[src/hdl/eig2_isqrt.sv]
// ----------------------------------------------------------------------------
// eig2_isqrt
// Pipelined integer square root, one root bit per stage, with a sideband
// that travels in step with the radicand.
// ----------------------------------------------------------------------------
module eig2_isqrt #(
  parameter int ROOT_W = 33,
  parameter int SIDE_W = 1
) (
  input  logic                  clk,
  input  logic                  rst_n,
  input  logic                  en,
  input  logic                  in_valid,
  input  logic [2*ROOT_W-1:0]   in_rad,
  input  logic [SIDE_W-1:0]     in_side,
  output logic                  out_valid,
  output logic [ROOT_W-1:0]     out_root,
  output logic [SIDE_W-1:0]     out_side
);

  localparam int RAD_W = 2 * ROOT_W;
  localparam int REM_W = ROOT_W + 2;

  logic              vld_r    [ROOT_W];
  logic [RAD_W-1:0]  rad_r    [ROOT_W];
  logic [REM_W-1:0]  rem_r    [ROOT_W];
  logic [ROOT_W-1:0] root_r   [ROOT_W];
  logic [SIDE_W-1:0] side_r   [ROOT_W];

  logic              vld_in   [ROOT_W];
  logic [RAD_W-1:0]  rad_in   [ROOT_W];
  logic [REM_W-1:0]  rem_in   [ROOT_W];
  logic [ROOT_W-1:0] root_in  [ROOT_W];
  logic [SIDE_W-1:0] side_in  [ROOT_W];

  logic [REM_W-1:0]  rem_sh   [ROOT_W];
  logic [REM_W-1:0]  trial    [ROOT_W];
  logic [REM_W:0]    diff     [ROOT_W];
  logic [RAD_W-1:0]  rad_nxt  [ROOT_W];
  logic [REM_W-1:0]  rem_nxt  [ROOT_W];
  logic [ROOT_W-1:0] root_nxt [ROOT_W];

  genvar i;
  for (i = 0; i < ROOT_W; i++) begin : g_step
    if (i == 0) begin : g_first
      assign vld_in[i]  = in_valid;
      assign rad_in[i]  = in_rad;
      assign rem_in[i]  = '0;
      assign root_in[i] = '0;
      assign side_in[i] = in_side;
    end else begin : g_next
      assign vld_in[i]  = vld_r[i-1];
      assign rad_in[i]  = rad_r[i-1];
      assign rem_in[i]  = rem_r[i-1];
      assign root_in[i] = root_r[i-1];
      assign side_in[i] = side_r[i-1];
    end

    // bring down two radicand bits, try root*4+1
    assign rem_sh[i]   = {rem_in[i][ROOT_W-1:0], rad_in[i][RAD_W-1 -: 2]};
    assign trial[i]    = {root_in[i], 2'b01};
    assign diff[i]     = {1'b0, rem_sh[i]} - {1'b0, trial[i]};
    assign rad_nxt[i]  = {rad_in[i][RAD_W-3:0], 2'b00};
    assign rem_nxt[i]  = diff[i][REM_W] ? rem_sh[i] : diff[i][REM_W-1:0];
    assign root_nxt[i] = {root_in[i][ROOT_W-2:0], ~diff[i][REM_W]};
  end

  always_ff @(posedge clk) begin
    if (!rst_n) begin
      for (int k = 0; k < ROOT_W; k++) vld_r[k] <= 1'b0;
    end else if (en) begin
      for (int k = 0; k < ROOT_W; k++) vld_r[k] <= vld_in[k];
    end
  end

  always_ff @(posedge clk) begin
    if (en) begin
      for (int k = 0; k < ROOT_W; k++) begin
        rad_r[k]  <= rad_nxt[k];
        rem_r[k]  <= rem_nxt[k];
        root_r[k] <= root_nxt[k];
        side_r[k] <= side_in[k];
      end
    end
  end

  assign out_valid = vld_r[ROOT_W-1];
  assign out_root  = root_r[ROOT_W-1];
  assign out_side  = side_r[ROOT_W-1];

endmodule

[config.mk]
export PLATFORM = sky130hd
export DESIGN_NAME = eig2_isqrt
export DESIGN_NICKNAME = d
export VERILOG_FILES = /design/src/hdl/eig2_isqrt.sv
export SDC_FILE = /design/constraint.sdc
export NUM_CORES = 2
export LEC_CHECK = 0
export BUFFER_PORTS_ARGS = -buffer_cell sky130_fd_sc_hd__buf_2
export CAP_MARGIN = 20
export CORE_MARGIN = 8
export CORE_UTILIZATION = 55
export CTS_CLUSTER_SIZE = 10
export DETAILED_ROUTE_END_ITERATION = 8
export PLACE_DENSITY = 0.74
export SETUP_SLACK_MARGIN = 0.5
export SYNTH_ARGS = -nofsm -noshare
export SYNTH_HDL_FRONTEND = slang
export SYNTH_MEMORY_MAX_BITS = 65536
export SYNTH_SLANG_ARGS = --single-unit
[constraint.sdc]
create_clock -name clk -period 3.1 [get_ports clk]
set_input_delay 0.465 -clock clk [delete_from_list [all_inputs] [get_ports clk]]
set_output_delay 0.465 -clock clk [all_outputs]
set_load 0.005 [all_outputs]
## After elaboration in Yosys (flattened, before gate mapping)

Memory sizes are Yosys's and may differ from the RTL's.
Index checks and enable logic that the tools add are counted.

| word-level totals | value |
|---|---|
| register bits | 0 |
| RAM bits | 4,422 |
| input port bits | 71 |
| output and inout port bits | 35 |
| logic and storage cells | 175 |
| memories | 5 |

Memory list:

| name | depth | bits a word | rd ports | clocked after memory_dff | wr ports | RTL line | RTL |
|---|---|---|---|---|---|---|---|
| rad_r | 33 | 64 | 32 | 0 | 33 | 25 | `logic [RAD_W-1:0] rad_r [ROOT_W];` |
| rem_r | 33 | 35 | 32 | 0 | 33 | 26 | `logic [REM_W-1:0] rem_r [ROOT_W];` |
| root_r | 33 | 33 | 33 | 0 | 33 | 27 | `logic [ROOT_W-1:0] root_r [ROOT_W];` |
| side_r | 33 | 1 | 33 | 0 | 33 | 28 | `logic [SIDE_W-1:0] side_r [ROOT_W];` |
| vld_r | 33 | 1 | 33 | 0 | 33 | 24 | `logic vld_r [ROOT_W];` |

| operators by class | value |
|---|---|
| $add $sub $neg | 33 |
| multiplexer cells | 71 |
| bitwise logic cells | 66 |

Operators by type and width:

| kind | count |
|---|---|
| 2-to-1 mux 35 bit | 33 |
| subtractor 35 x 35 -> 36 bit | 32 |
| 2-to-1 mux 1 bit | 38 |
| inverter 1 bit | 33 |
| OR 1 bit | 33 |
| subtractor 2 x 1 -> 3 bit (second input constant) | 1 |

## Longest topological paths before layout

| logic depth | value |
|---|---|
| word-level depth | 4 |
| depth in mapped cells | 15 |

## Worst setup path after synthesis

Ideal clock, no wire load.

| timing path | value |
|---|---|
| path type | reg2reg |
| start point | memory rem_r[0][531] in the netlist's numbering |
| end point | memory rem_r[0][582] in the netlist's numbering (data pin) |
| setup time | 0.258 ns |
| arrival | 3.170 ns |
| required time | 2.842 ns |
| path slack | -0.328 ns |
| stages on the path, launching flop included | 12 |
| cell sequence | edfxtp_1 ha_1 a21o_1 a21o_1 a21oi_1 inv_1 a221o_1 a221o_1 a221o_1 nand2b_1 or4b_1 xnor2_1 |

RTL lines:

| what | RTL line |
|---|---|
| start: declaration | 26 |

==> summary.md <==
| Metric | Value |
|---|---|
| Outcome | `finished with violations` |
| Failing checks | `setup timing` |
| Share of Yosys cell area claimed by the top area cell type | `66.0%` |
| Core ar. | `221,000 um^2` |
| Worst skew pair latency | `0.94 ns` |
| Sequential area share after synthesis | `66.0%` |
| Top_reg_cell synth | `edfxtp_1` |
| Synth warn | `0` |
| Netlist cell types | `97` |
| Mapped Cells | `9,224` |
| DR DRC count | `0` |
| Rows | `173` |
| CTS sink count | `2,681` |
| Clock buffer count from CTS | `325` |
| Synthesized flop and latch total | `2,681` |
| GRT overflow | `0` |
| Hold crit path type | `input port to register` |
| Die height | `487 um` |
| Crit Path Max Fanout | `7` |
| First-pass iteration count of the detailed router | `6` |
| Die W | `487 um` |
| First-pass GRT wire length | `428 mm` |
| VDD IR-drop max | `0.633 mV` |
| P&R area growth vs syn | `27.2%` |
| Final Setup Violations | `293` |
| I/O Buffers | `105` |
| WP data required | `3.75 ns` |
| Nets@finish | `11,500` |
| Fmax | `284 MHz` |
| Iter 0 DRT Violations | `5,487` |
| Starting density of the core | `55.1%` |
| Slew @ Worst Pin | `1.13 ns` |
| Die area | `237,000 um^2` |
| Worst EP arrival | `4.17 ns` |
| Mapped Area | `122,000 um^2` |
| Vias per cell | `5.72` |
| Pins Over Slew Limit | `0` |
| Longest Clk Path Bufs | `4` |
| RSZ-0062 raised after global routing | `true` |
| ANT cells | `0` |
| Initial antenna violation count | `1` |
| P_leak | `61.3 nW` |
| Synth area leaders | `edfxtp_1, ha_1, xnor2_1` |
| Setup ws final | `-0.418 ns` |
| # IOs | `106` |
| Post-synth EDFFs | `2,681` |
| H-tree levels | `5` |
| Asr flop ratio synth | `0%` |
| Reg clk slew, reported paths | `0.05 ns` |
| Root Driver | `clkbuf_16` |
| Pwr Density | `714 nW/um^2` |
| Vias in the first global route | `80,800` |
| Via count | `79,700` |
| Total power | `111 mW` |
| CTS tree | `done` |
| Antenna-violating nets left | `0` |
| RePlAce Congestion | `0.916` |
| Total negative slack | `-37.38 ns` |
| WL/cell | `20.3 um` |
| Setup Skew | `0.0581 ns` |
| Final wirelength | `282 mm` |
| Worst Setup End Kind | `register` |
| Share of layout cells above drive strength 1 | `27.4%` |
| Gr usage total | `22.3%` |
| HPWL Detailed | `175 mm` |
| Mean post-synth cell area | `13.2 um^2` |
| Hold Vio Cnt, Final | `0` |
| Largest net degree at the start of global routing | `112` |
| Crit share post-route | `113%` |
| Max Cap Viol | `0` |
| Hold Slack | `0.237 ns` |
| Critical Path Start Type | `register` |
| Post-layout minimum cycle time | `3.52 ns` |
| Max-Slew Margin vs Limit | `24.0%` |
| Crit path kind | `register to register` |
| Largest area contributor in the netlist | `edfxtp_1` |
## critical path, cell delays in order, from the launching register on
cell      delay [ns]
edfxtp_1        0.42
ha_4            0.28
a21o_1          0.20
a221oi_2        0.32
o211ai_1        0.22
a21oi_2         0.25
o21ai_2         0.11
a21oi_2         0.22
o21ai_2         0.10
or4_4           0.62
buf_12          0.21
mux2_4          0.31
## layout by cell type (no fill, tap or decap), types with 62 or more instances in the layout
cell,netlist,routed
nand2b_1,110,99
buf_2,13,106
a21oi_1,552,444
xor2_1,376,369
nand2_1,672,510
buf_12,0,85
nand3_1,117,86
o21ai_2,0,150
clkbuf_16,0,346
nand2_2,0,78
ha_1,559,466
nor3_1,212,164
edfxtp_1,2681,2681
dlygate4sd3_1,0,70
and3_1,92,85
buf_6,4,162
o21a_1,123,115
o21ai_0,527,265
or3_1,86,62
a21o_1,269,269
inv_1,739,694
nor2b_1,83,74
buf_4,1,1004
ha_4,0,80
xnor2_1,406,381
a21oi_2,0,94
o21ai_1,3,101
nand2_4,0,83
nor2_4,0,83
nor2_1,532,416
## metal layers
metal	track usage, %	up-vias	routed length, um
li1	-	37400	-
met1	26.3	39100	110000
met2	40.7	2268	147000
met3	2.98	902	11400
met4	9.49	0	13500
met5	0	-	0
## cell type report
class / instances / area, um^2
tap: 2975 / 3720
multi-input combinational: 5633 / 45300
sequential: 2681 / 80500
clock inverter: 28 / 210
timing repair buffer: 1511 / 14200
clock buffer: 360 / 8370
inverter: 745 / 2840
fill: 14100 / 66300
## cells by family after synthesis
group | after synthesis | synth area share, %
fa+ha+maj | 559 | 5.74
simple gates | 2272 | 9.15
xor+xnor | 782 | 5.62
compound gates | 1932 | 9.87
buf+inv | 912 | 2.85
mux | 85 | 0.763
other cells | 1 | 0.00307
flops | 2681 | 66.0
## metrics by stage
step | util (%) | instances | cell area (um^2) | setup WS [ns]
final | 70.1 | 13900 | 155000 | -0.418
after CTS | 67.8 | 13700 | 150000 | -0.350
after floorplan | - | 9225 | 123000 | -0.163
after global placement | 60.3 | 13000 | 134000 | -0.503
after detailed placement | 60.3 | 13000 | 134000 | -0.561
after global routing | 70.1 | 13900 | 155000 | -0.522
## report_power, final
group	switching, mW	internal [mW]	total (mW)
logic	15.4	13.7	29.2
clock network	13.4	18.9	32.3
registers	3.37	45.9	49.3
total	32.2	78.5	111
## flip-flops by register name, indices dropped and copies added, names as in the netlist
register  count
rem_r       998
root_r      561
rad_r      1056
vld_r        33
side_r       33
## Yosys cell counts, types with 54 or more instances
library cell and count:
a21o_1 269, or3_1 86, nor2b_1 83, nand3_1 117, mux2_2 64, o31ai_1 65
xor2_1 376, xnor2_1 406, and3_1 92, o21bai_1 54, inv_1 739, o21ai_0 527
a21oi_1 552, o21a_1 123, edfxtp_1 2681, nor2_1 532, nor4_1 90, clkbuf_1 144
ha_1 559, nand2b_1 110, nand2_1 672, nor3_1 212
## worst paths after layout
path                      startpoint                        end  slack (ns)  depth (start not counted)
min                            rst_n  vld_r[0][1]$_SDFFCE_PN0P_        0.24                          2
max reg2reg  rem_r[0][986]$_DFFE_PP_   rem_r[0][1029]$_DFFE_PP_       -0.42                         11
min reg2reg  rad_r[0][611]$_DFFE_PP_    rad_r[0][677]$_DFFE_PP_        0.38                          0
max          rem_r[0][986]$_DFFE_PP_   rem_r[0][1029]$_DFFE_PP_       -0.42                         11
## timing repair
item / in CTS / in global routing
buffers inserted: 239 / 188
hold buffers: 70 / 0
gates resized for setup: 1080 / 723
endpoints found under the hold margin: 71 / 0
pin swaps: 340 / 285
endpoints found under the setup margin: 969 / 977
cloned: 48 / 19
Note: power is estimated with default switching activity, not from simulation.
